**config.mk**
```make
export PLATFORM = sky130hd
export DESIGN_NAME = recent_callsign_dedup_table_unit
export DESIGN_NICKNAME = d
export VERILOG_FILES = /design/src/sv/rcdt_pkg.sv /design/src/sv/recent_callsign_dedup_table_unit.sv /design/src/sv/rcdt_ram.sv
export SDC_FILE = /design/constraint.sdc
export NUM_CORES = 1
export LEC_CHECK = 0
export BUFFER_PORTS_ARGS = -buffer_cell sky130_fd_sc_hd__clkbuf_2
export CORE_MARGIN = 10
export CORE_UTILIZATION = 31
export CTS_CLUSTER_DIAMETER = 100
export DETAILED_ROUTE_END_ITERATION = 7
export PLACE_DENSITY = 0.57
export SYNTH_ARGS = -nofsm -noshare
export SYNTH_HDL_FRONTEND = slang
export SYNTH_SLANG_ARGS = --single-unit
```
**constraint.sdc**
```tcl
create_clock -name i_clk -period 7.2 [get_ports i_clk]
set_clock_uncertainty 0.2 [all_clocks]
set_input_delay 1.44 -clock i_clk [delete_from_list [all_inputs] [get_ports i_clk]]
set_output_delay 1.44 -clock i_clk [all_outputs]
set_load 0.005 [all_outputs]
```
**src/sv/rcdt_pkg.sv**
```systemverilog
`default_nettype none

package rcdt_pkg;

    localparam int ENTRIES      = 10;
    localparam int CALL_CHARS   = 6;
    localparam int IN_CHARS     = 6;
    localparam int CHAR_W       = 7;
    localparam int RAW_W        = 8;
    localparam int SSID_W       = 3;
    localparam int STORED_CHARS = (CALL_CHARS < IN_CHARS) ? CALL_CHARS : IN_CHARS;
    localparam int ENTRY_W      = STORED_CHARS * CHAR_W + SSID_W;
    localparam int IDX_W        = (ENTRIES > 1) ? $clog2(ENTRIES) : 1;
    localparam int CNT_W        = $clog2(ENTRIES + 1);

    localparam int IN_BITS      = IN_CHARS * RAW_W + RAW_W;
    localparam int IN_TDATA_W   = ((IN_BITS + 7) / 8) * 8;
    localparam int OUT_BITS     = IN_CHARS * CHAR_W + SSID_W;
    localparam int OUT_TDATA_W  = ((OUT_BITS + 7) / 8) * 8;

    localparam logic CMD_ADD  = 1'b0;
    localparam logic CMD_DUMP = 1'b1;

    typedef enum logic [2:0] {
        S_IDLE   = 3'b001,
        S_SEARCH = 3'b010,
        S_DUMP   = 3'b100
    } t_state;

endpackage

`default_nettype wire

```
**src/sv/recent_callsign_dedup_table_unit.sv**
```systemverilog
`default_nettype none

// channel   dir  tdata                                      tuser        tlast
// s (in)    in   raw_char_0..raw_char_5, ssid_byte (56 b)   command      -
// m (out)   out  out_char_0..out_char_5, ssid_number (48 b) entry_valid  last_entry
//
// add: one table entry compared per cycle through the single read port of the
// entry memory, write-back on a miss in the last compare cycle
// dump: one entry per cycle while the output is taken, ENTRIES words, last flagged
// input is taken only in idle; a stalled output holds the dump at the read port
// reset clears valid bits and the write slot; entry memory needs no clearing

module recent_callsign_dedup_table_unit
    import rcdt_pkg::*;
(
    input  wire logic                   i_clk,
    input  wire logic                   i_rst_n,
    input  wire logic                   i_s_tvalid,
    output logic                        o_s_tready,
    // raw_char_0 .. raw_char_5, ssid_byte
    input  wire logic [IN_TDATA_W-1:0]  i_s_tdata,
    // command
    input  wire logic                   i_s_tuser,
    output logic                        o_m_tvalid,
    input  wire logic                   i_m_tready,
    // out_char_0 .. out_char_5, ssid_number, zero fill
    output logic      [OUT_TDATA_W-1:0] o_m_tdata,
    // entry_valid
    output logic                        o_m_tuser,
    output logic                        o_m_tlast
);

    t_state                   r_state, n_state;
    logic [ENTRIES-1:0]       r_valid, n_valid;
    logic [IDX_W-1:0]         r_wslot, n_wslot;
    logic [CNT_W-1:0]         r_idx, n_idx;
    logic [IDX_W-1:0]         r_cmp_idx, n_cmp_idx;
    logic                     r_cmp_en, n_cmp_en;
    logic                     r_hit, n_hit;
    logic [ENTRY_W-1:0]       r_entry, n_entry;
    logic                     r_pend, n_pend;
    logic [IDX_W-1:0]         r_pend_idx, n_pend_idx;
    logic                     r_out_vld, n_out_vld;
    logic [OUT_TDATA_W-1:0]   r_out_data, n_out_data;
    logic                     r_out_valid_flag, n_out_valid_flag;
    logic                     r_out_last, n_out_last;

    logic                     s_acc;
    logic                     can_load;
    logic                     cur_hit;
    logic                     ram_we;
    logic [IDX_W-1:0]         ram_raddr;
    logic [ENTRY_W-1:0]       ram_rdata;
    logic [ENTRY_W-1:0]       dec_entry;
    logic [OUT_TDATA_W-1:0]   fmt_data;

    assign o_s_tready = (r_state == S_IDLE);
    assign s_acc      = i_s_tvalid && o_s_tready;
    assign can_load   = !r_out_vld || i_m_tready;

    assign o_m_tvalid = r_out_vld;
    assign o_m_tdata  = r_out_data;
    assign o_m_tuser  = r_out_valid_flag;
    assign o_m_tlast  = r_out_last;

    // decode: characters shifted down one, ssid from bits 3:1
    always_comb begin
        dec_entry = '0;
        for (int i = 0; i < STORED_CHARS; i++) begin
            dec_entry[i*CHAR_W +: CHAR_W] = i_s_tdata[i*RAW_W + 1 +: CHAR_W];
        end
        dec_entry[STORED_CHARS*CHAR_W +: SSID_W] = i_s_tdata[IN_CHARS*RAW_W + 1 +: SSID_W];
    end

    // output word from a stored entry, zero for an unwritten slot
    always_comb begin
        fmt_data = '0;
        if (r_valid[r_pend_idx]) begin
            for (int i = 0; i < STORED_CHARS; i++) begin
                fmt_data[i*CHAR_W +: CHAR_W] = ram_rdata[i*CHAR_W +: CHAR_W];
            end
            fmt_data[IN_CHARS*CHAR_W +: SSID_W] = ram_rdata[STORED_CHARS*CHAR_W +: SSID_W];
        end
    end

    assign cur_hit = r_cmp_en && r_valid[r_cmp_idx] && (ram_rdata == r_entry);

    always_comb begin
        n_state          = r_state;
        n_valid          = r_valid;
        n_wslot          = r_wslot;
        n_idx            = r_idx;
        n_cmp_idx        = r_cmp_idx;
        n_cmp_en         = 1'b0;
        n_hit            = r_hit;
        n_entry          = r_entry;
        n_pend           = r_pend;
        n_pend_idx       = r_pend_idx;
        n_out_vld        = r_out_vld;
        n_out_data       = r_out_data;
        n_out_valid_flag = r_out_valid_flag;
        n_out_last       = r_out_last;
        ram_we           = 1'b0;
        ram_raddr        = r_idx[IDX_W-1:0];

        if (r_out_vld && i_m_tready) begin
            n_out_vld = 1'b0;
        end

        unique case (r_state)
            S_IDLE: begin
                if (s_acc) begin
                    n_idx = '0;
                    if (i_s_tuser == CMD_ADD) begin
                        n_entry = dec_entry;
                        n_hit   = 1'b0;
                        n_state = S_SEARCH;
                    end else begin
                        n_pend  = 1'b0;
                        n_state = S_DUMP;
                    end
                end
            end
            S_SEARCH: begin
                // compare runs in the cycle after its read address
                if (r_idx < CNT_W'(ENTRIES)) begin
                    n_idx     = r_idx + 1'b1;
                    n_cmp_en  = 1'b1;
                    n_cmp_idx = r_idx[IDX_W-1:0];
                end
                n_hit = r_hit || cur_hit;
                if (r_cmp_en && r_cmp_idx == IDX_W'(ENTRIES - 1)) begin
                    if (!(r_hit || cur_hit)) begin
                        ram_we           = 1'b1;
                        n_valid[r_wslot] = 1'b1;
                        n_wslot          = (r_wslot == IDX_W'(ENTRIES - 1)) ? '0
                                                                            : r_wslot + 1'b1;
                    end
                    n_state = S_IDLE;
                end
            end
            S_DUMP: begin
                // on a stall the pending address is read again so the data holds
                ram_raddr = r_pend_idx;
                if (r_pend && can_load) begin
                    n_out_vld        = 1'b1;
                    n_out_data       = fmt_data;
                    n_out_valid_flag = r_valid[r_pend_idx];
                    n_out_last       = (r_pend_idx == IDX_W'(ENTRIES - 1));
                    n_pend           = 1'b0;
                    if (r_pend_idx == IDX_W'(ENTRIES - 1)) begin
                        n_state = S_IDLE;
                    end
                end
                if ((r_idx < CNT_W'(ENTRIES)) && (!r_pend || can_load)) begin
                    ram_raddr  = r_idx[IDX_W-1:0];
                    n_pend     = 1'b1;
                    n_pend_idx = r_idx[IDX_W-1:0];
                    n_idx      = r_idx + 1'b1;
                end
            end
            default: begin
                n_state = S_IDLE;
            end
        endcase
    end

    always_ff @(posedge i_clk) begin
        if (!i_rst_n) begin
            r_state   <= S_IDLE;
            r_valid   <= '0;
            r_wslot   <= '0;
            r_idx     <= '0;
            r_cmp_en  <= 1'b0;
            r_hit     <= 1'b0;
            r_pend    <= 1'b0;
            r_out_vld <= 1'b0;
        end else begin
            r_state   <= n_state;
            r_valid   <= n_valid;
            r_wslot   <= n_wslot;
            r_idx     <= n_idx;
            r_cmp_en  <= n_cmp_en;
            r_hit     <= n_hit;
            r_pend    <= n_pend;
            r_out_vld <= n_out_vld;
        end
    end

    always_ff @(posedge i_clk) begin
        r_cmp_idx        <= n_cmp_idx;
        r_entry          <= n_entry;
        r_pend_idx       <= n_pend_idx;
        r_out_data       <= n_out_data;
        r_out_valid_flag <= n_out_valid_flag;
        r_out_last       <= n_out_last;
    end

    rcdt_ram #(
        .WIDTH (ENTRY_W),
        .DEPTH (ENTRIES)
    ) u_store (
        .i_clk   (i_clk),
        .i_we    (ram_we),
        .i_waddr (r_wslot),
        .i_wdata (r_entry),
        .i_raddr (ram_raddr),
        .o_rdata (ram_rdata)
    );

    a_write_in_search: assert property (@(posedge i_clk) disable iff (!i_rst_n)
        ram_we |-> (r_state == S_SEARCH))
        else $error("entry write outside search");

    a_wslot_range: assert property (@(posedge i_clk) disable iff (!i_rst_n)
        r_wslot <= IDX_W'(ENTRIES - 1))
        else $error("write slot out of range");

    a_no_pend_idle: assert property (@(posedge i_clk) disable iff (!i_rst_n)
        (r_state == S_IDLE) |-> !r_pend)
        else $error("dump read left pending in idle");

    a_write_sets_valid: assert property (@(posedge i_clk) disable iff (!i_rst_n)
        ram_we |=> r_valid[$past(r_wslot)])
        else $error("written slot not marked valid");

    a_last_ends_dump: assert property (@(posedge i_clk) disable iff (!i_rst_n)
        (r_state == S_DUMP && r_pend && can_load && r_pend_idx == IDX_W'(ENTRIES - 1))
        |=> (r_state == S_IDLE) && o_m_tvalid && o_m_tlast)
        else $error("last dump word did not end the dump");

endmodule

`default_nettype wire

```
**src/sv/rcdt_ram.sv**
```systemverilog
`default_nettype none

module rcdt_ram #(
    parameter  int WIDTH = 8,
    parameter  int DEPTH = 16,
    localparam int AW    = (DEPTH > 1) ? $clog2(DEPTH) : 1
) (
    input  wire logic             i_clk,
    input  wire logic             i_we,
    input  wire logic [AW-1:0]    i_waddr,
    input  wire logic [WIDTH-1:0] i_wdata,
    input  wire logic [AW-1:0]    i_raddr,
    output logic      [WIDTH-1:0] o_rdata
);

    logic [WIDTH-1:0] r_mem [DEPTH];

    always_ff @(posedge i_clk) begin
        if (i_we) begin
            r_mem[i_waddr] <= i_wdata;
        end
        o_rdata <= r_mem[i_raddr];
    end

endmodule

`default_nettype wire
```
* Word-level counts from Yosys, hierarchy flattened
Memory sizes are Yosys's and may differ from the RTL's. A register that Yosys moved wholly into a read port is not among the register bits.
Index checks and enable logic that the tools add are counted.
** Cells by class
- Add/sub/neg operators :: 2
- Magnitude comparators :: 5
- Equality and inequality tests :: 16
- Muxes and demuxes :: 36
- Bitwise gates (word level) :: 3
- Reductions and logical operators :: 25
** Operator list (count)
- 45-bit equality test :: 1
- 4-bit 2-to-1 mux :: 6
- 1-bit 2-to-1 mux :: 18
- 4-bit by 5-bit < comparator with 1-bit output (second input constant) :: 3
- 3-bit 2-to-1 mux :: 5
- 4-bit equality test (second input constant) :: 3
- 2-bit != test (second input constant) :: 6
- 4-bit one-hot mux with 3 select lines :: 1
- 4-bit AND reduction :: 3
- 10-bit bitwise OR :: 1
- 3-bit one-hot mux with 3 select lines :: 1
- 3-bit AND reduction :: 3
- 4-bit by 1-bit adder with 4-bit output (second input constant) :: 2
- 1-bit binary-select mux with 4-bit select :: 2
- 1-bit logical AND :: 8
- 2-bit AND reduction :: 3
- 1-bit demux with 4-bit select :: 1
- 4-bit by 1-bit greater-or-equal comparator with 1-bit output (second input constant) :: 1
- 4-bit < comparator (second input constant) :: 1
- 2-bit by 1-bit != test with 1-bit output (second input constant) :: 2
- 1-bit one-hot mux with 2 select lines :: 2
- 2-bit nonzero test :: 2
- 3-bit by 1-bit equality test with 1-bit output (second input constant) :: 1
- 3-bit by 2-bit equality test with 1-bit output (second input constant) :: 1
- other kinds (6) :: 10
** Word-level totals
- Flip-flop bits (word level) :: 125
- Bits in writable memories :: 450
- Input bits :: 61
- Output and inout bits :: 52
- Word-level logic and storage cells :: 102
- Memories :: 1
** Memory list
- u_store.r_mem :: depth 10, width 45, read ports 1, clocked after Yosys merged registers in 1, write ports 1, RTL line rcdt_ram.sv:16 : logic [WIDTH-1:0] r_mem [DEPTH];

* Depth between registers and ports, before layout
- Word-level depth :: 10
- Gate-level depth with buffers :: 11
- Mapped depth without buffers :: 6

* Cells and area by module
Synthesis repeated with hierarchy kept, for this count alone.
** Second synthesis, totals
- Cell total of the unflattened synthesis :: 1350
- Area, all modules :: 23864.1 um^2
** By module, submodules not included
- rcdt_ram :: instances 1, cells an instance 973, area an instance 18614.1 um^2, seq. area each 14413.8 um^2
- recent_callsign_dedup_table_unit :: instances 1, cells an instance 377, area an instance 5250.0 um^2, seq. area each 3503.4 um^2

* Worst setup path before layout
Ideal clock, no wire load.
- Path type :: flip-flop to flip-flop
- From :: register r_cmp_idx[0]
- To :: memory u_store.r_mem[0][0] (netlist name) (enable)
- Library setup time :: 0.559 ns
- Arrival :: 5.946 ns
- Required time :: 6.441 ns
- Setup slack :: 0.495 ns
- Cell stages (with the launch flop) :: 8
- Buffers on the path :: 1
- Clock period less this slack :: 6.705 ns
- Path through :: edfxtp_1 > mux4_2 > nand2b_1 > a22oi_1 > nand4_1 > nand2_1 > buf_2 > nor4_1
** Between the ends
- Word-level cells in the longest chain between the ends :: 10
- Elaborated cells on any way between the ends :: 12
- Classes of those cells :: 1 x eq/ne; 7 x mux; 4 x reduce/logical
** RTL lines
- start, declared :: RTL line recent_callsign_dedup_table_unit.sv:37 : logic [IDX_W-1:0] r_cmp_idx, n_cmp_idx;
- start signal, assigned :: RTL line recent_callsign_dedup_table_unit.sv:191 : r_cmp_idx <= n_cmp_idx;
- 1-bit binary-select mux with 4-bit select :: RTL line recent_callsign_dedup_table_unit.sv:86 : assign cur_hit = r_cmp_en && r_valid[r_cmp_idx] && (ram_rdata == r_entry);
- 1-bit 2-to-1 mux (implied by the code) :: RTL line recent_callsign_dedup_table_unit.sv:86
- 1-bit logical AND (2 in series) :: RTL line recent_callsign_dedup_table_unit.sv:86
- 1-bit logical OR :: RTL line recent_callsign_dedup_table_unit.sv:133 : if (!(r_hit || cur_hit)) begin
- 1-bit 2-to-1 mux :: RTL line recent_callsign_dedup_table_unit.sv:133
- 1-bit 2-to-1 mux (*) :: RTL line recent_callsign_dedup_table_unit.sv:132 : if (r_cmp_en && r_cmp_idx == IDX_W'(ENTRIES - 1)) begin
- 1-bit 2-to-1 mux (*) :: RTL line recent_callsign_dedup_table_unit.sv:110 : unique case (r_state)
- 1-bit 2-to-1 mux (*) :: RTL line rcdt_ram.sv:19 : if (i_we) begin
- 1-bit 2-to-1 mux (implied by the code) (*) :: RTL line rcdt_ram.sv:20 : r_mem[i_waddr] <= i_wdata;
- end, declared :: RTL line rcdt_ram.sv:16
Every way passes the cells marked *; elsewhere a longest branch is shown, timed or not. The select of a mux whose other input is x is not followed.

* Worst setup path after layout
- From :: input port i_m_tready
- To :: register u_store.o_rdata[16], read port of u_store.r_mem
** Between the ends
- Word-level cells in the longest chain between the ends :: 5
** RTL lines
- start, declared :: RTL line recent_callsign_dedup_table_unit.sv:25 : input wire logic i_m_tready,
- 1-bit logical OR :: RTL line recent_callsign_dedup_table_unit.sv:59 : assign can_load = !r_out_vld || i_m_tready;
- 1-bit logical OR :: RTL line recent_callsign_dedup_table_unit.sv:155 : if ((r_idx < CNT_W'(ENTRIES)) && (!r_pend || can_load)) begin
- 1-bit logical AND :: RTL line recent_callsign_dedup_table_unit.sv:155
- 4-bit 2-to-1 mux
- 4-bit 2-to-1 mux :: RTL line recent_callsign_dedup_table_unit.sv:110
- end, declared :: RTL line rcdt_ram.sv:13 : output logic [WIDTH-1:0] o_rdata
No other way between the ends.
A chain may end at the register's enable or synchronous reset.

==> summary.log <==
qor: timing.tightestPinTransition 1100 ps
qor: critical_path.worstSetupStartpointType input pin
qor: placed_design.gp_congestion 0.801
qor: layout.multi_input_comb_area 6000 µm²
qor: floorplanning.rows 103
qor: critical_path.critical_path_class in2reg
qor: routing.detailedRoute.firstIterationViolations 1,259
qor: timing.post-route-period-util 0.659
qor: critical_path.worst_setup_path_endpoint u_store.o_rdata[16]
qor: critical_path.cpMaxStageDelayCell a21o_4
qor: grt.vias_in_the_first_global_route 14,808
qor: yosys.post-synth-top-area-fraction 0.672
qor: worst_hold_path.min_delay_path_depth 2
qor: layout.synthesis_to_finish_area_growth 14.8%
qor: yosys.synth_top_flop_cell edfxtp_1
qor: layout.fillerInstances 7,412
qor: clock_network.numClockSinks 620
qor: floorplanning.initial_core_util 0.312
qor: placed_design.hpwlAfterDp 36,700 µm
qor: floorplanning.top_level_ports 113
qor: floorplanning.die_x 302 µm
qor: floorplanning.fp.coreArea 78,700 µm²
qor: critical_path.end_kind flip-flop
qor: yosys.synth_area 24,600 µm²
qor: critical_path.cp_data_arrival_time 5050 ps
qor: clock_network.cts-htree-levels 3
qor: grt.globalRouteOverflowTotal 0
qor: grt.grt_antenna_before_repair 1
qor: timing.max_freq 211 MHz
qor: yosys.yosys_register_bits 620
qor: layout.drive_gt1_frac 0.157
qor: clock_network.postCtsResizedCells 0
qor: critical_path.crit_path_start i_m_tready
qor: yosys.synth_top_area_cell edfxtp_1
qor: clock_network.root_buffer clkbuf_16
qor: critical_path.critical_path.cell_chain clkbuf_2 > and3b_1 > o21ai_4 > buf_4 > a21o_4 > buf_12 > nand2_1 > a22o_1 > a211oi_2
qor: job.cap_viol_max_count 0
qor: floorplanning.design.die.area 90,900 µm²
qor: pwr.total_chip_power 8850 µW
qor: critical_path.worstRegToRegCells 8
qor: yosys.yosysWarnings 0
qor: critical_path.timing.critical_path.fanout_max 72
qor: routing.wire_per_inst 23.2 µm
qor: layout.ff_latch_area 17,900 µm²
qor: worst_hold_path.worst_hold_path_type reg2reg
qor: routing.vias 14,602
qor: layout.num-nets-final 1,836
qor: clock_network.worst_skew_pair.late_latency 610 ps
qor: timing.setup_violations 0
qor: placed_design.place.detailed.instances 2,755
qor: grt.grt_start_max_net_pins 77
qor: routing.drc 0
qor: yosys.sequential_element_share_of_the_synthesized_area 0.729
qor: pwr.power.density_cell_area 314 nW/µm²
qor: timing.shortest_period_the_worst_path_allows 4740 ps
qor: timing.rsz_0062_raised_after_global_routing false
qor: clock_network.maximum_number_of_buffers_from_clock_root_to_sink 3
qor: timing.maxSlewHeadroom 0.266
qor: yosys.ys_top_cells_by_count edfxtp_1 (550), nand2_1 (208), a21oi_1 (98)
qor: routing.avgViaCountPerCell 5.08
qor: timing.timing_hold_violations_final 0
qor: critical_path.worstReg2RegStart r_state[2]
qor: layout.layout.cell_area.non_filler 28,200 µm²
qor: yosys.synth.most_common_cell edfxtp_1
qor: floorplanning.chipHeight 302 µm
qor: routing.totalWireLength 66,600 µm
qor: clock_network.cts_tree yes
qor: yosys.ys_async_sr_fraction 0
qor: routing.ant_nets 0
qor: critical_path.regToRegSetupSlack 2900 ps
qor: routing.number_of_detailed_route_iterations_in_the_first_pass 7
qor: grt.grtUsageTotal 0.143
qor: critical_path.critical_path_required 7510 ps
qor: placed_design.placedInstanceArea 26,200 µm²
qor: yosys.synth_area_per_cell 14.5 µm²
qor: pwr.worst_vdd_rail_ir_drop 0.000168 V
qor: pwr.cellLeakagePower 0.00938 µW
qor: clock_network.cts.hold.buffers_added 0
qor: placed_design.port_buffers 98
qor: critical_path.max_stage_delay 760 ps
qor: yosys.cell_variety_after_synth 58
qor: clock_network.cts.repair_timing.setup_buffer_count 0
qor: grt.grt_first_pass_wirelength 97,800 µm
qor: timing.fin_worst_hold_slack 266 ps
qor: outcome.run_status completed
qor: clock_network.clkTransAtPathRegs 60 ps
qor: clock_network.cts_inserted_buffers 67
qor: layout.diode_count 0
qor: timing.finalSetupTns 0 ps
qor: timing.final_max_slew_viol_count 0
qor: critical_path.critical_path.reg2reg.endpoint u_store.o_rdata[10]
qor: layout.layoutNonFillerInstCount 2,876
qor: yosys.synth_edf_count 550
qor: yosys.netlist_top_cells_area edfxtp_1 (67%), dfxtp_1 (5.7%), nand2_1 (3.2%)
qor: yosys.postSynthCellCount 1,695
placed cells by master (no fill, tap or decap), drive strengths merged, types with 23 or more instances in the layout:
master	count
edfxtp	550
dfxtp	70
clkbuf	200
nand4	23
xnor2	47
a22o	36
inv	52
a221oi	45
a21oi	100
and3	37
nand2	208
buf	29
and2	46
o21a	38
nor2b	46
a211oi	126
through the flow:
step	util	worst slack [ps]
after floorplan	-	495
after global placement	0.332	1900
after detailed placement	0.332	1890
after CTS	0.358	2500
after global routing	0.358	2310
final	0.358	2460
report_power, final:
group	total (µW)	internal, µW	switching [µW]
clock network	3230	1870	1360
registers	4310	4090	219
logic	1310	451	863
total	8850	6410	2440
flip-flops by register name, indices dropped and copies added, names as in the netlist:
name	cells
r_cmp_idx	4
o_m_tlast	1
o_m_tdata	45
o_m_tvalid	1
r_pend_idx	4
o_m_tuser	1
r_idx	4
r_valid	10
r_state	3
u_store.o_rdata	45
r_entry	45
r_pend	1
r_hit	1
r_wslot	4
r_cmp_en	1
u_store.r_mem	450
worst max-delay path, delay by kind of cell:
family | cells | cell delay [ps]
simple gates | 2 | 390
compound gates | 4 | 1940
buf+inv | 3 | 1170
metal layers:
layer,vias up,track usage,part of all wire
met3,126,0.0265,0.064
li1,6590,-,-
met2,503,0.229,0.47
met4,0,0.0608,0.036
met5,-,0,0
met1,7383,0.190,0.43
layout make-up:
class	instances	share of cell area
sequential	620	0.635
multi-input combinational	909	0.213
clock buffer	102	0.0689
tap	1050	0.0466
timing repair buffer	127	0.0264
inverter	49	0.00652
clock inverter	19	0.00386
how the worst min path moves through the flow:
| stage | startpoint | to |
|---|---|---|
| finish | r_valid[6] | r_valid[6] |
| global route | r_valid[5] | r_valid[5] |
| CTS | r_valid[6] | r_valid[6] |
| detailed placement | r_valid[6] | r_valid[6] |
| global placement | r_valid[7] | r_valid[7] |
| floorplan | r_idx[2] | r_cmp_idx[2] |
logic make-up (layout without fill, tap and decap cells):
group | after synthesis | count (layout) | synth area share
compound gates | 406 | 406 | 0.126
xor+xnor | 48 | 48 | 0.0171
fa+ha+maj | 1 | 1 | 0.000509
buf+inv | 168 | 297 | 0.0319
flops | 620 | 620 | 0.729
mux | 13 | 13 | 0.00687
other cells | 1 | 3 | 0.000153
simple gates | 438 | 438 | 0.0886
(Power assumes the default switching activity.)
